--- src/rtl/assert_macros.svh ---
// Assertion helpers used by fct_back.
`ifndef ASSERT_MACROS_SVH
`define ASSERT_MACROS_SVH
`ifndef SYNTH
`define FCT_ASSERT(lbl, clk, rstn, prop) \
  lbl: assert property (@(posedge clk) disable iff (!rstn) (prop)) \
    else $error("fct assertion failed");
`define FCT_ASSERT_NEVER(lbl, clk, rstn, prop) \
  lbl: assert property (@(posedge clk) disable iff (!rstn) !(prop)) \
    else $error("fct forbidden condition seen");
`else
`define FCT_ASSERT(lbl, clk, rstn, prop)
`define FCT_ASSERT_NEVER(lbl, clk, rstn, prop)
`endif
`endif

--- src/rtl/fct_pkg.sv ---
package fct_pkg;

  localparam int unsigned CL_W   = 12;
  localparam int unsigned OFF_W  = 13;
  localparam int unsigned BA_W   = 10;
  localparam int unsigned BYTE_W = 8;
  localparam int unsigned ST_W   = 2;
  localparam int unsigned CMP_W  = 14;

  localparam logic [2:0] OP_LOAD = 3'd0;
  localparam logic [2:0] OP_READ = 3'd1;
  localparam logic [2:0] OP_GET  = 3'd2;
  localparam logic [2:0] OP_SET  = 3'd3;
  localparam logic [2:0] OP_FIND = 3'd4;

  localparam logic [ST_W-1:0] ST_OK     = 2'd0;
  localparam logic [ST_W-1:0] ST_RANGE  = 2'd1;
  localparam logic [ST_W-1:0] ST_NOFREE = 2'd2;

  localparam logic [CL_W-1:0] SCAN_FIRST = 12'h002;
  localparam logic [CL_W-1:0] SCAN_END   = 12'hFF0;
  localparam logic [CL_W-1:0] EOF_RESET  = 12'hFFF;

  typedef enum logic [2:0] {
    K_LOAD,
    K_READ,
    K_GET,
    K_SET,
    K_FIND,
    K_NONE
  } kind_e;

  typedef struct packed {
    kind_e             kind;
    logic [CL_W-1:0]   cluster;
    logic [CL_W-1:0]   next_cluster;
    logic [OFF_W-1:0]  addr;
    logic [BYTE_W-1:0] byte_in;
    logic              in_range;
  } cmd_t;

endpackage

--- src/rtl/fct_queue.sv ---
module fct_queue (
  input  logic          clk_i,
  input  logic          rst_ni,
  input  logic          push_valid_i,
  output logic          push_ready_o,
  input  fct_pkg::cmd_t push_cmd_i,
  output logic          pop_valid_o,
  input  logic          pop_ready_i,
  output fct_pkg::cmd_t pop_cmd_o
);

  fct_pkg::cmd_t ent_q [2];
  logic          wr_ptr_q;
  logic          rd_ptr_q;
  logic [1:0]    cnt_q;
  logic          push;
  logic          pop;

  assign push_ready_o = cnt_q != 2'd2;
  assign pop_valid_o  = cnt_q != 2'd0;
  assign pop_cmd_o    = ent_q[rd_ptr_q];
  assign push         = push_valid_i && push_ready_o;
  assign pop          = pop_valid_o && pop_ready_i;

  always_ff @(posedge clk_i or negedge rst_ni) begin
    if (!rst_ni) begin
      wr_ptr_q <= 1'b0;
      rd_ptr_q <= 1'b0;
      cnt_q    <= 2'd0;
    end else begin
      if (push) begin
        wr_ptr_q <= !wr_ptr_q;
      end
      if (pop) begin
        rd_ptr_q <= !rd_ptr_q;
      end
      if (push && !pop) begin
        cnt_q <= cnt_q + 2'd1;
      end else if (pop && !push) begin
        cnt_q <= cnt_q - 2'd1;
      end
    end
  end

  always_ff @(posedge clk_i) begin
    if (push) begin
      ent_q[wr_ptr_q] <= push_cmd_i;
    end
  end

endmodule

--- config.mk ---
export PLATFORM = sky130hd
export DESIGN_NAME = fct_queue
export DESIGN_NICKNAME = d
export VERILOG_FILES = /design/src/rtl/assert_macros.svh /design/src/rtl/fct_pkg.sv /design/src/rtl/fct_queue.sv
export SDC_FILE = /design/constraint.sdc
export NUM_CORES = 1
export LEC_CHECK = 0
export ABC_AREA = 1
export BUFFER_PORTS_ARGS = -buffer_cell sky130_fd_sc_hd__buf_2
export CAP_MARGIN = 15
export CORE_AREA = 5 5 105 107
export CTS_BUF_LIST = sky130_fd_sc_hd__clkbuf_16
export DETAILED_ROUTE_END_ITERATION = 10
export DIE_AREA = 0 0 110 112
export HOLD_SLACK_MARGIN = 0.12
export PLACE_DENSITY = 0.58
export SKIP_LAST_GASP = 1
export SYNTH_ARGS = -nofsm -noshare
export SYNTH_HDL_FRONTEND = slang
export SYNTH_SLANG_ARGS = --single-unit
--- constraint.sdc ---
create_clock -name clk_i -period 4.2 [get_ports clk_i]
set_input_delay 0.63 -clock clk_i [delete_from_list [all_inputs] [get_ports clk_i]]
set_output_delay 0.63 -clock clk_i [all_outputs]
set_load 0.02 [all_outputs]
# Word-level counts from Yosys, hierarchy flattened
# Memories as Yosys holds them, arrays and structs flattened.
# Cells that the tools add are included.
[classes]
addsub = 2
mul = 0
div = 0
n_lt_le_gt_ge = 0
n_eq_ne = 1
shifts = 0
mux = 4
bitwise = 0
n_reduce_logical = 10
[op_table]
columns = ["operator", "n"]
rows = [
  ["$logic_and 1x1->1", 4],
  ["$logic_not 1->1", 4],
  ["$mux 2", 2],
  ["$reduce_bool 2->1", 2],
  ["$add 2x1->2 const B", 1],
  ["$mux 1", 2],
  ["$ne 2x2->1 const B", 1],
  ["$sub 2x1->2 const B", 1],
]
[word_totals]
reg_bits = 4
latch_bits = 0
ram_bits = 98
rom_bits = 0
inputBits = 53
out_inout_bits = 51
wordCells = 21
n_memories = 1
[mem_list]
columns = ["memory", "words", "word_bits", "read_ports", "rd_clocked_by_memory_dff", "wr", "line", "rtl"]
rows = [
  ["ent_q", 2, 49, 1, 0, 1, "fct_queue.sv:12", "fct_pkg::cmd_t ent_q [2];"],
]

# Longest topological paths before layout
[logic_depth]
ltp_word = 6
mapped_depth = 10
mapped_depth_nobuf = 10

# Worst setup path after synthesis
# No wires, ideal clock.
[synth_path]
path_kind = "input-to-reg"
start = "input push_valid_i"
end = "memory ent_q[0][0] in the netlist's numbering (enable)"
setup_time_ns = 0.456
arrival_ns = 2.752
required_ns = 3.744
setup_slack_ns = 0.993
cell_stages = 2
n_path_buf = 0
path_cell_list = "nand2_4 > nor2_1"
[synth_between]
elab_chain_len = 3
[synth_lines]
columns = ["item", "line", "rtl"]
rows = [
  ["start, declared", "fct_queue.sv:4", "input logic push_valid_i,"],
  ["$logic_and 1x1->1", "fct_queue.sv:22", "assign push = push_valid_i && push_ready_o;"],
  ["$mux 1", "fct_queue.sv:46", "if (push) begin"],
  ["$mux 1 (not written as such)", "fct_queue.sv:47", "ent_q[wr_ptr_q] <= push_cmd_i;"],
  ["end, declared", "fct_queue.sv:12", ""],
]
# No other way between the ends.

==> run_results.csv <==
group,metric,value,unit
critical_path,endpoint,"pop_cmd_o[42]",
final_layout,drive_gt1_share,33.5,%
floorplan,ios,104,
logic_synthesis,ys_top_cells_by_area,"edfxtp_1, nand2_1, dfrtp_1",
logic_synthesis,yosysSeqAreaShare,78.7,%
drt,drtPass1Iterations,4,
floorplan,design.die.area,0.0123,mm^2
power_and_ir_drop,p_per_area,735,mW/mm^2
critical_path,cp-startpoint,"rd_ptr_q",
critical_path,reg2reg_slack,2110,ps
final_layout,nNetsFinal,446,
floorplan,core,0.0100,mm^2
placed_design,place_congestion,0.739,
clock_tree,clockBufferDepth,2,
critical_path,start_kind,"flop",
placed_design,dp_hpwl,4.77,mm
floorplan,fp.dieW,110,um
power_and_ir_drop,cellLeakagePower,2.06,nW
global_route,grt_use_total,12.3,%
sta,tightest_slew,933,ps
global_route,overflow,0,
clock_tree,cts_buffers,9,
logic_synthesis,synth_area_leader_cell,"edfxtp_1",
critical_path,slowest_delay,650,ps
sta,drv_slew,0,
clock_tree,cts_tree,"done",
job,drv_cap,0,
placed_design,portBuffers,103,
placed_design,placed_area,0.00448,mm^2
critical_path,crit_type,"reg -> out",
drt,antenna_left,0,
critical_path,required,3570,ps
logic_synthesis,synth_edf_count,98,
global_route,grt_max_degree,51,
power_and_ir_drop,vdd_drop_max,0.000324,V
sta,tns,0,ps
drt,remaining_drc_errors,0,
drt,drt_iter0_drc,90,
final_layout,area_growth,23.5,%
drt,wirelength,7.44,mm
critical_path,cp.arrival,1770,ps
final_layout,insertedDiodeCount,0,
global_route,grt_pass1_vias,2319,
floorplan,die_h,112,um
critical_path,path_cells,"buf_4 > nand2_1 > nand2_1 > buf_2",
sta,clock_skew,6.85,ps
sta,timing.hold.ws,479,ps
global_route,antenna_found_initial,1,
logic_synthesis,avgSynthCellArea,13.6,um^2
final_layout,fill_cells,911,
critical_path,reg2reg_to,"ent_q[1][19]",
clock_tree,path_clk_slew,70,ps
logic_synthesis,synth.most_common_cell,"nand2_1",
critical_path,endpoint_kind,"output port",
sta,final.min_clock_period,2400,ps
critical_path,r2r_cells,5,
logic_synthesis,netlist.area_leader.share,76.1,%
sta,min_period_over_period,57.2,%
critical_path,reg2reg_from,"cnt_q[0]",
logic_synthesis,synth_cells,285,
drt,dr_total_vias,2302,
sta,slew-limit-headroom,37.7,%
clock_tree,htree_levels,3,
clock_tree,post_cts_buffers,0,
logic_synthesis,ys_seq_elements,102,
logic_synthesis,synth_fp_nets,339,
logic_synthesis,synth_top_flop_cell,"edfxtp_1",
critical_path,crit_top_cell,"nand2_1",
final_layout,fin_util,47.5,%
critical_path,critPathSlowestCell,"dfrtp_2",
min_path,hp-class,"in -> reg",
clock_tree,root_buffer,"clkbuf_16",
logic_synthesis,ys_types,18,
sta,setup_viol,0,
critical_path,cp_max_fo,33,
logic_synthesis,yosysWarningCount,0,
clock_tree,cts_resized,0,
sta,report.final.hold_viol_count,0,
sta,fmax,416,MHz
clock_tree,cts_hold_buf,1,
sta,rsz0062_at_grt,"false",
logic_synthesis,synthTopCellsByCount,"nand2_1, edfxtp_1, buf_4, buf_6",
drt,drt-vias-per-instance,4.32,
clock_tree,cts_sinks,102,
drt,wire_per_inst,14.0,um
clock_tree,clock_latency,340,ps
floorplan,rows,37,
global_route,grt_first_pass_wirelength,11.5,mm
logic_synthesis,synthArstFlopShare,3.92,%
logic_synthesis,synth_area,0.00387,mm^2
floorplan,initial_utilization,38.5,%
outcome,status,"finished, final reports clean",
final_layout,final_area,0.00477,mm^2
critical path: cells and delay by family, from the launching register on:
kind	cells	cell delay, ps
buf+inv	2	600
flops	1	650
simple gates	2	180
logic make-up (layout without fill, tap and decap cells):
| family | count (synthesis) | in the layout | share of synthesized area (%) |
|---|---|---|---|
| xor+xnor | 2 | 2 | 0.647 |
| fa+ha+maj | 1 | 1 | 0.324 |
| buf+inv | 18 | 130 | 3.69 |
| flops | 102 | 102 | 78.7 |
| simple gates | 162 | 162 | 16.6 |
registers in the layout (all words and copies together), names as in the netlist:
name / flops
wr_ptr_q: 1
ent_q: 98
cnt_q: 2
rd_ptr_q: 1
final cells by class:
type,instances,area (um^2),share of cell area (%)
sequential,102,3040,63.8
clock buffer,9,225,4.72
clock inverter,7,56.3,1.18
multi-input combinational,165,696,14.6
tap,136,170,3.56
inverter,7,33.8,0.708
timing repair buffer,107,548,11.5
through the flow:
stage	worst slack, ps	power (W)	cells
floorplan	993	0.00241	285
global placement	1890	0.00278	516
detailed placement	1860	0.00279	516
CTS	1710	0.00356	533
global route	1640	0.00374	533
finish	1800	0.00351	533
power by group:
part,total [W],internal [W],switching (W)
logic,0.00125,0.000355,0.000894
clock network,0.000772,0.000409,0.000363
registers,0.00149,0.00139,0.0000941
total,0.00351,0.00216,0.00135
cell usage in the layout, fill, tap and decap left out:
cell type / Yosys / layout
clkinv_4: 0 / 1
inv_2: 2 / 2
nand4_1: 1 / 1
inv_6: 0 / 2
buf_2: 0 / 103
nand3_2: 1 / 1
inv_1: 4 / 5
inv_8: 1 / 2
edfxtp_1: 98 / 98
dfrtp_1: 4 / 3
xnor2_1: 1 / 1
nor2_4: 0 / 2
dfrtp_2: 0 / 1
nand3_1: 1 / 1
dlygate4sd3_1: 0 / 1
clkbuf_16: 0 / 9
nand2_4: 3 / 3
xor2_2: 1 / 1
nand2_1: 153 / 153
clkinvlp_4: 0 / 2
nand2_2: 1 / 1
ha_1: 1 / 1
buf_4: 5 / 3
worst min path at each step:
stage | depth (start not counted) | startpoint | slack [ps] | end
after detailed placement | 1 | rst_ni | 450 | cnt_q[0]
after global routing | 1 | push_cmd_i[3] | 460 | ent_q[1][3]
after floorplan | 0 | rst_ni | 330 | cnt_q[0]
after CTS | 1 | push_cmd_i[0] | 470 | ent_q[1][0]
final | 1 | push_cmd_i[0] | 480 | ent_q[1][0]
after global placement | 1 | rst_ni | 440 | cnt_q[1]
layer usage:
layer	vias to the layer above	routed length, um	global-route usage [%]	share of wire (%)
met5	-	9	0	0.12
met4	2	95	4.49	1.3
met3	10	488	3.83	6.6
met2	59	3790	21.4	51
met1	1062	3060	14.0	41
li1	1169	-	-	-
Note: power is estimated with default switching activity, not from simulation.
