--- src/rtl/assert_macros.svh ---
// Assertion helpers used by fct_back.
`ifndef ASSERT_MACROS_SVH
`define ASSERT_MACROS_SVH
`ifndef SYNTH
`define FCT_ASSERT(lbl, clk, rstn, prop) \
  lbl: assert property (@(posedge clk) disable iff (!rstn) (prop)) \
    else $error("fct assertion failed");
`define FCT_ASSERT_NEVER(lbl, clk, rstn, prop) \
  lbl: assert property (@(posedge clk) disable iff (!rstn) !(prop)) \
    else $error("fct forbidden condition seen");
`else
`define FCT_ASSERT(lbl, clk, rstn, prop)
`define FCT_ASSERT_NEVER(lbl, clk, rstn, prop)
`endif
`endif

--- src/rtl/fct_pkg.sv ---
package fct_pkg;

  localparam int unsigned CL_W   = 12;
  localparam int unsigned OFF_W  = 13;
  localparam int unsigned BA_W   = 10;
  localparam int unsigned BYTE_W = 8;
  localparam int unsigned ST_W   = 2;
  localparam int unsigned CMP_W  = 14;

  localparam logic [2:0] OP_LOAD = 3'd0;
  localparam logic [2:0] OP_READ = 3'd1;
  localparam logic [2:0] OP_GET  = 3'd2;
  localparam logic [2:0] OP_SET  = 3'd3;
  localparam logic [2:0] OP_FIND = 3'd4;

  localparam logic [ST_W-1:0] ST_OK     = 2'd0;
  localparam logic [ST_W-1:0] ST_RANGE  = 2'd1;
  localparam logic [ST_W-1:0] ST_NOFREE = 2'd2;

  localparam logic [CL_W-1:0] SCAN_FIRST = 12'h002;
  localparam logic [CL_W-1:0] SCAN_END   = 12'hFF0;
  localparam logic [CL_W-1:0] EOF_RESET  = 12'hFFF;

  typedef enum logic [2:0] {
    K_LOAD,
    K_READ,
    K_GET,
    K_SET,
    K_FIND,
    K_NONE
  } kind_e;

  typedef struct packed {
    kind_e             kind;
    logic [CL_W-1:0]   cluster;
    logic [CL_W-1:0]   next_cluster;
    logic [OFF_W-1:0]  addr;
    logic [BYTE_W-1:0] byte_in;
    logic              in_range;
  } cmd_t;

endpackage

--- src/rtl/fct_front.sv ---
module fct_front #(
  parameter int unsigned TABLE_BYTES = 1024
) (
  input  logic          clk_i,
  input  logic          rst_ni,
  input  logic          s_axis_tvalid,
  output logic          s_axis_tready,
  input  logic [47:0]   s_axis_tdata,
  input  logic [2:0]    s_axis_tuser,
  output logic          cmd_valid_o,
  input  logic          cmd_ready_i,
  output fct_pkg::cmd_t cmd_o
);

  localparam logic [fct_pkg::CMP_W-1:0] TB = fct_pkg::CMP_W'(TABLE_BYTES);

  logic [fct_pkg::CL_W-1:0]   cluster;
  logic [fct_pkg::CL_W-1:0]   eff_cluster;
  logic [fct_pkg::OFF_W-1:0]  offset;
  logic [fct_pkg::BA_W-1:0]   byte_addr;
  logic [fct_pkg::CMP_W-1:0]  entry_end;
  fct_pkg::cmd_t              cmd_d;
  fct_pkg::cmd_t              cmd_q;
  logic                       valid_q;

  assign cluster   = s_axis_tdata[11:0];
  assign byte_addr = s_axis_tdata[33:24];

  always_comb begin
    cmd_d              = '0;
    cmd_d.next_cluster = s_axis_tdata[23:12];
    cmd_d.byte_in      = s_axis_tdata[41:34];
    unique case (s_axis_tuser)
      fct_pkg::OP_LOAD: cmd_d.kind = fct_pkg::K_LOAD;
      fct_pkg::OP_READ: cmd_d.kind = fct_pkg::K_READ;
      fct_pkg::OP_GET:  cmd_d.kind = fct_pkg::K_GET;
      fct_pkg::OP_SET:  cmd_d.kind = fct_pkg::K_SET;
      fct_pkg::OP_FIND: cmd_d.kind = fct_pkg::K_FIND;
      default:          cmd_d.kind = fct_pkg::K_NONE;
    endcase
    eff_cluster = (cmd_d.kind == fct_pkg::K_FIND) ? fct_pkg::SCAN_FIRST : cluster;
    offset      = {1'b0, eff_cluster} + {2'b00, eff_cluster[fct_pkg::CL_W-1:1]};
    entry_end   = {1'b0, offset} + 14'd1;
    cmd_d.cluster = eff_cluster;
    if (cmd_d.kind == fct_pkg::K_LOAD || cmd_d.kind == fct_pkg::K_READ) begin
      cmd_d.addr     = {3'b000, byte_addr};
      cmd_d.in_range = {4'b0000, byte_addr} < TB;
    end else begin
      cmd_d.addr     = offset;
      cmd_d.in_range = entry_end < TB;
    end
  end

  assign s_axis_tready = !valid_q || cmd_ready_i;
  assign cmd_valid_o   = valid_q;
  assign cmd_o         = cmd_q;

  always_ff @(posedge clk_i or negedge rst_ni) begin
    if (!rst_ni) begin
      valid_q <= 1'b0;
    end else if (s_axis_tready) begin
      valid_q <= s_axis_tvalid;
    end
  end

  always_ff @(posedge clk_i) begin
    if (s_axis_tvalid && s_axis_tready) begin
      cmd_q <= cmd_d;
    end
  end

endmodule

--- config.mk ---
export PLATFORM = sky130hd
export DESIGN_NAME = fct_front
export DESIGN_NICKNAME = d
export VERILOG_FILES = /design/src/rtl/assert_macros.svh /design/src/rtl/fct_pkg.sv /design/src/rtl/fct_front.sv
export SDC_FILE = /design/constraint.sdc
export NUM_CORES = 1
export LEC_CHECK = 0
export ABC_AREA = 1
export ABC_CLOCK_PERIOD_IN_PS = 8900
export BUFFER_PORTS_ARGS = -buffer_cell sky130_fd_sc_hd__buf_2
export CAP_MARGIN = 0
export CORE_MARGIN = 3
export CORE_UTILIZATION = 40
export DETAILED_ROUTE_END_ITERATION = 8
export PLACE_DENSITY = 0.74
export SLEW_MARGIN = 20
export SYNTH_ARGS = -nofsm -noshare
export SYNTH_HDL_FRONTEND = slang
export SYNTH_SLANG_ARGS = --single-unit
--- constraint.sdc ---
create_clock -name clk_i -period 8.9 [get_ports clk_i]
set_input_delay 0.89 -clock clk_i [delete_from_list [all_inputs] [get_ports clk_i]]
set_output_delay 0.89 -clock clk_i [all_outputs]
set_load 0.02 [all_outputs]
## After elaboration in Yosys (flattened, before gate mapping)

Cells that the tools add are included.

| operators by class | value |
|---|---|
| reduce and logical (&&, ||, !) cells | 6 |
| shifts and indexed selects | 0 |
| divide/modulo/power cells | 0 |
| mux-type cells | 3 |
| magnitude comparators | 1 |
| equality and inequality tests | 6 |
| add/sub/neg operators | 2 |
| bitwise gates (word level) | 0 |
| $mul | 0 |

Operator list:

| operator | count |
|---|---|
| 3-bit case mux with 5 select lines | 1 |
| 13-bit by 1-bit adder with 14-bit output, second input constant | 1 |
| 14-bit by 11-bit less-than comparator with 1-bit output, second input constant | 1 |
| 12-bit by 11-bit adder with 13-bit output | 1 |
| 12-bit 2-to-1 mux | 1 |
| 10-bit 2-to-1 mux | 1 |
| 3-bit by 1-bit == test with 1-bit output, second input constant | 2 |
| 3-bit by 2-bit == test with 1-bit output, second input constant | 2 |
| 3-bit == test, second input constant | 2 |
| 3-bit zero test | 2 |
| 1-bit logical OR | 2 |
| 1-bit logical AND | 1 |
| 1-bit zero test | 1 |

| word-level totals | value |
|---|---|
| memory bits (writable) | 0 |
| bits in read-only memories | 0 |
| memories kept | 0 |
| bits of input ports | 55 |
| word-level logic and storage cells | 26 |
| bits in registers | 50 |
| latch bits | 0 |
| output and inout port bits | 51 |

## Longest topological paths before layout

Gate-level depths: netlist (run 1).

| depth | value |
|---|---|
| depth after elaboration | 7 |
| gate-level depth with buffers | 24 |
| gate-level depth less buffers | 23 |

## Worst setup path after synthesis (run 1)

Ideal clock, no wire load.

| timing | value |
|---|---|
| path kind | input -> register |
| start | input port s_axis_tvalid |
| end | register cmd_q, in the netlist cmd_o[0] (enable) |
| required time | 8428 ps |
| buffers on the path | 0 |
| setup time | 472 ps |
| stages | 2 |
| data arrival time | 3322 ps |
| slack | 5106 ps |
| cells stage by stage | inv_1 a21oi_1 |

| between the ends | value |
|---|---|
| word-level cells in the longest chain between the ends | 1 |

RTL lines:

| element | line | text |
|---|---|---|
| start: declaration | fct_front.sv:6 | `input logic s_axis_tvalid,` |
| 1-bit logical AND | fct_front.sv:67 | `if (s_axis_tvalid && s_axis_tready) begin` |
| end signal: assignment | fct_front.sv:68 | `cmd_q <= cmd_d;` |
| end: declaration | fct_front.sv:23 | `fct_pkg::cmd_t cmd_q;` |

No other way between the ends.
A chain may end at the register's enable or synchronous reset.

==> flow_summary.ini, run 1 <==
[clock_network]
root_buffer = clkbuf_8
postCtsHoldBufs = 0
post_cts_resized = 0
cts_tree = yes
cts_setup_buffers = 0
numCtsBuffers = 5
numClockSinks = 50
clkTransAtPathRegs_ns = 0.08
clockBufferDepth = 2
ctsHtreeMaxLevel = 2
clk_latency_ns = 0.30

[setup_path]
start_kind = input pin
crit_path_cell_trace = buf_2 > nor2_2 > nand2_2 > inv_1 > nor2_1 > inv_1 > ha_1 > inv_1 > fa_1 > inv_1 > nand2_1 > nand2_1 > o211ai_2 > nand2_2 > nand2_1 > nand2_1 > nand2_1 > nand2_1 > nand3_1 > nor2_1 > nand3_1 > nand2_1 > nand2_1
worstSetupPathType = in2reg
crit_fanout = 12
cp.required_ns = 8.95
cp-end-kind = flip-flop
crit_arrival_ns = 3.41
worst_path_most_repeated_cell = nand2_1
max_stage_delay_ns = 0.39
reg2reg_from = cmd_valid_o$_DFFE_PN0N_
crit_start = s_axis_tuser[1]
slowest_stage = fa_1

[yosys]
yosysTopAreaCell = edfxtp_1
synth_cell_types = 27
yosys_warnings = 0
ys_seq_elements = 50
yosysMostFrequentCell = nand2_1
synth_cells = 248
synth_top_cells_by_count = nand2_1 (57), edfxtp_1 (49), inv_1 (41)
synth_area_leaders = edfxtp_1 (59%), nand2_1 (8.6%), inv_1 (6.2%)
synth_edf_count = 49
yosysTopAreaCellShare = 0.588
ys_seq_area_frac = 0.598
syn_nets = 316
syn-cell-area_um2 = 2500
ys.flop_type = edfxtp_1
synthArstFlopShare = 0.0200
syn_area_per_cell_um2 = 10.1

[routing]
via_count = 2025
wl_per_cell_um = 12.5
drt_wl_total_um = 5370
vias_per_cell = 4.73
drc = 0
first_iter_violations = 111
drtPass1Iterations = 5
ant_nets = 0

[placement]
finalWeightedCongestion = 0.893
port_buffers = 99
dpl.hpwl_um = 4270

[global_routing]
grt_max_degree = 50
grt.overflow.total = 0
antenna_found_initial = 0
grt_usage = 0.150
grt_pass1_vias = 1983
grt_pass1_wl_um = 8670

[power]
pwr-share-clk = 0.276
ir_worst_vdd_uv = 91.0
powerDensity_nw_per_um2 = 175
leakagePower_uw = 0.00157
swShare = 0.277
switchingPower_uw = 155
p_int_uw = 406
p_comb_frac = 0.220
pwr-share-seq = 0.505

[sta]
rsz0062_at_grt = no
whs_ns = 0.346
hold_viol = 0
setup_violations = 0
finalCritPeriodShare = 0.378
skew_ns = 0.00467
tightest_slew_ns = 0.604
slew_headroom = 0.597
slew_viol_final = 0
tns_ns = 0
finalCriticalPeriod_ns = 3.36
fmax_ghz = 0.297

[floorplan]
core_area_um2 = 5990
rows = 28
die_area_um2 = 7240
die_h_um = 85.1
start_util = 0.418
die_w_um = 85.1
io_pins = 106

[final_layout]
drive_gt1_frac = 0.343
n_antenna_cell = 0
area_growth_pct = 28.1
finalNetCount = 420

[run_status]
status = finished clean

[min_path]
hold_class = in2async

[run]
max_cap_violations = 0
## worst max-delay path, delay by kind of cell
| family | cells | cell delay [ns] |
|---|---|---|
| AOI/OAI and AO/OA | 1 | 0.09 |
| adders and majority gates | 2 | 0.56 |
| and+or+nand+nor | 15 | 1.28 |
| buffers and inverters | 5 | 0.58 |
## power groups by stage
stage                     clock network, uW  registers [uW]  logic, uW
after global routing                    169             284        139
after global placement                    0             288        121
final                                   155             283        123
after CTS                               158             283        124
after detailed placement                  0             289        123
after floorplan                           0             310       61.6
## registers in the layout (all words and copies together), names as in the netlist
signal,count
cmd_valid_o,1
cmd_o,49
## path summary, 6_finish.rpt
| check | to | slack (ns) | cells past startpoint |
|---|---|---|---|
| setup / recovery | cmd_o[0]$_SDFFCE_PP1P_ | 5.54 | 23 |
| min in group clk_i | cmd_valid_o$_DFFE_PN0N_ | 0.59 | 2 |
| max in group asynchronous | cmd_valid_o$_DFFE_PN0N_ | 8.47 | 1 |
| hold / removal | cmd_valid_o$_DFFE_PN0N_ | 0.35 | 1 |
| hold reg to reg | cmd_valid_o$_DFFE_PN0N_ | 0.59 | 2 |
| setup reg to reg | cmd_o[0]$_SDFFCE_PP1P_ | 7.43 | 2 |
## layout by cell type (no fill, tap or decap), types with 2 or more instances in the layout
cell	n
clkbuf_8	5
buf_2	99
ha_1	12
o21bai_1	2
o21ai_0	6
nor2_1	26
nor2_2	2
edfxtp_1	49
nand2_2	5
nor3_1	2
a31oi_1	5
nand4_1	4
nand3_1	15
nand2_1	57
buf_4	2
a21oi_1	6
inv_1	41
## metrics by stage
stage | power (uW) | setup slack (ns) | area [um^2] | util | std cells
global placement | 409 | 5.23 | 3090 | 0.517 | 420
CTS | 566 | 5.53 | 3200 | 0.535 | 428
finish | 561 | 5.54 | 3200 | 0.535 | 428
detailed placement | 412 | 5.22 | 3090 | 0.517 | 420
global route | 592 | 5.20 | 3200 | 0.535 | 428
floorplan | 372 | 5.11 | 2500 | - | 248
## final cells by class
cell class | instances | area (um^2)
multi-input combinational | 153 | 840
clock inverter | 2 | 37.5
clock buffer | 6 | 72.6
timing repair buffer | 101 | 510
fill | 527 | 2790
sequential | 50 | 1500
tap | 75 | 93.8
inverter | 41 | 154
## layer usage
layer	GRT usage	share of wire
met4	0.0590	0.016
met5	0	0
met2	0.270	0.50
met1	0.168	0.41
met3	0.0369	0.076
## kinds of logic after synthesis
family,Yosys count,synth area share
compound gates,25,0.0625
xor+xnor,1,0.00350
fa+ha+maj,13,0.0680
buf+inv,45,0.0705
flops,50,0.598
simple gates,114,0.197
(Power assumes the default switching activity.)
==> run 2: changes to the inputs <==
Settings changed: ABC_AREA 1 to 0, ABC_CLOCK_PERIOD_IN_PS 8900 to 3500, PLACE_DENSITY 0.74 to 0.75.
Clock period 8.9 ns to 3.5 ns, I/O delays scaled along.
==> flow_summary.ini, run 2 <==
[run_status]
status = finished clean

[final_layout]
drive_gt1_frac = 0.438
fin_cells = 362
finalNetCount = 357
n_antenna_cell = 0
final_common_cell = buf_2
area_growth_pct = 30.9
largest_reg_flops = 49
final_cell_mix = buf_2 (99), edfxtp_1 (49), nor2_1 (15)

[yosys]
ys_seq_area_frac = 0.628
syn_nets = 245
yosysTopAreaCellShare = 0.617
synth_cell_types = 45
synthArstFlopShare = 0.0200
synth_cells = 177
synth_top_cells_by_count = edfxtp_1 (49), nor2_1 (15), nand2_1 (13)
synth_edf_count = 49
yosysTopAreaCell = edfxtp_1
ys_seq_elements = 50
syn_area_per_cell_um2 = 13.5
ys.flop_type = edfxtp_1
yosysMostFrequentCell = edfxtp_1
synth_area_leaders = edfxtp_1 (62%), ha_1 (6.3%), and2_1 (2.4%)
syn-cell-area_um2 = 2380
yosys_warnings = 0

[floorplan]
die_area_um2 = 6920
core_area_um2 = 5640
die_w_um = 83.2
io_pins = 106
rows = 27
die_h_um = 83.2
start_util = 0.422

[routing]
drc = 0
wl_per_cell_um = 15.1
drt_wl_total_um = 5480
first_iter_violations = 89
vias_per_cell = 4.89
ant_nets = 0
drtPass1Iterations = 4
via_count = 1769

[sta]
fmax_ghz = 0.313
whs_ns = 0.219
tightest_slew_ns = 0.715
finalCriticalPeriod_ns = 3.19
fin_ws_ns = 0.310
hold_viol = 0
slew_viol_final = 0
setup_violations = 0
slew_headroom = 0.522
skew_ns = 0.00334
rsz0062_at_grt = no
finalCritPeriodShare = 0.912

[placement]
post-place-ws_ns = -0.00849
dpl.hpwl_um = 4320
finalWeightedCongestion = 0.841
port_buffers = 99
placed_cells = 353

[setup_path]
crit_path_cell_trace = buf_2 > or3b_4 > nand2b_1 > ha_1 > inv_1 > fa_1 > nor2b_1 > o221ai_1 > nor3_1 > nor2_1 > xor2_1 > or4_1 > o31a_1
slowest_stage = or4_1
worstSetupPathType = in2reg
cp.required_ns = 3.56
crit_fanout = 11
cp-end-kind = flip-flop
start_kind = input pin
max_stage_delay_ns = 0.53
crit_arrival_ns = 3.25

[global_routing]
grt_usage = 0.163
antenna_found_initial = 0
grt.overflow.total = 0
grt_max_degree = 50
grt_pass1_wl_um = 8960
grt_pass1_vias = 1777

[clock_network]
cts_setup_buffers = 0
cts_tree = yes
numCtsBuffers = 5
clk_latency_ns = 0.30
ctsHtreeMaxLevel = 2
clockBufferDepth = 2
root_buffer = clkbuf_8
numClockSinks = 50
clkTransAtPathRegs_ns = 0.09

[power]
power.total_uw = 1390
powerDensity_nw_per_um2 = 444
leakagePower_uw = 0.00138
ir_worst_vdd_uv = 203

[run]
max_cap_violations = 0

[min_path]
hold_class = in2reg
-- run 2: cell count changes in the layout (fill, tap and decap cells not counted), moves of 8 or more --
cell and change:
nand2_1 -44, inv_1 -35, nand3_1 -14, nor2_1 -11, and2_1 +8, buf_4 +8
-- run 2: timing repair --
| action | 4_1_cts | 5_1_grt |
|---|---|---|
| hold buffers | 1 | 0 |
| gates resized for setup | 0 | 0 |
| hold endpoints to repair | 1 | 0 |
-- run 2: path summary, 6_finish.rpt --
path	cells after the start	slack, ns	to	start
min in group asynchronous	2	0.34	cmd_valid_o$_DFFE_PN0N_	rst_ni
hold / removal	1	0.22	cmd_o[31]$_DFFE_PP_	s_axis_tdata[21]
max in group asynchronous	2	3.08	cmd_valid_o$_DFFE_PN0N_	rst_ni
setup reg to reg	2	2.07	cmd_o[44]$_DFFE_PP_	cmd_valid_o$_DFFE_PN0N_
hold reg to reg	2	0.55	cmd_valid_o$_DFFE_PN0N_	cmd_valid_o$_DFFE_PN0N_
setup / recovery	13	0.31	cmd_o[0]$_SDFFCE_PP1P_	s_axis_tuser[1]
-- run 2: critical path: cells and delay by family --
kind | cells | cell delay (ns)
buffers and inverters | 2 | 0.16
adder cells (fa/ha/maj) | 2 | 0.54
XOR/XNOR | 1 | 0.15
AND/OR/NAND/NOR | 6 | 1.57
AO/OA/AOI/OAI | 2 | 0.48
-- run 2: metrics by stage --
step	TNS (ns)	utilization	instance area, um^2
after CTS	0	0.553	3120
after floorplan	0	-	2380
after global routing	0	0.553	3120
after global placement	0	0.535	3020
after detailed placement	-0.00849	0.535	3020
final	0	0.553	3120
-- run 2: power breakdown --
part           internal (uW)  leakage (uW)  switching (uW)
clock network            141     0.0000441             196
registers                713      0.000479            10.7
logic                    134      0.000854             193
-- run 2: final cells by class --
type,instances,area [um^2]
multi-input combinational,116,841
clock inverter,3,21.3
sequential,50,1500
inverter,6,22.5
fill,467,2520
timing repair buffer,110,581
tap,72,90.1
clock buffer,5,68.8
-- run 2: kinds of logic (layout without fill, tap and decap cells) --
logic type	count (synthesis)	count (layout)	synth area share
compound gates	31	31	0.102
flops	50	50	0.628
fa+ha+maj	13	13	0.0714
simple gates	60	60	0.133
buf+inv	11	124	0.0205
mux	2	2	0.00892
xor+xnor	10	10	0.0367
-- run 2: per-layer routing --
| metal | up-vias | track usage | wire, um |
|---|---|---|---|
| met5 | - | 0 | 0 |
| met4 | 0 | 0.0461 | 65 |
| met3 | 5 | 0.0536 | 506 |
| met2 | 80 | 0.279 | 2630 |
| met1 | 806 | 0.196 | 2270 |
| li1 | 878 | - | - |
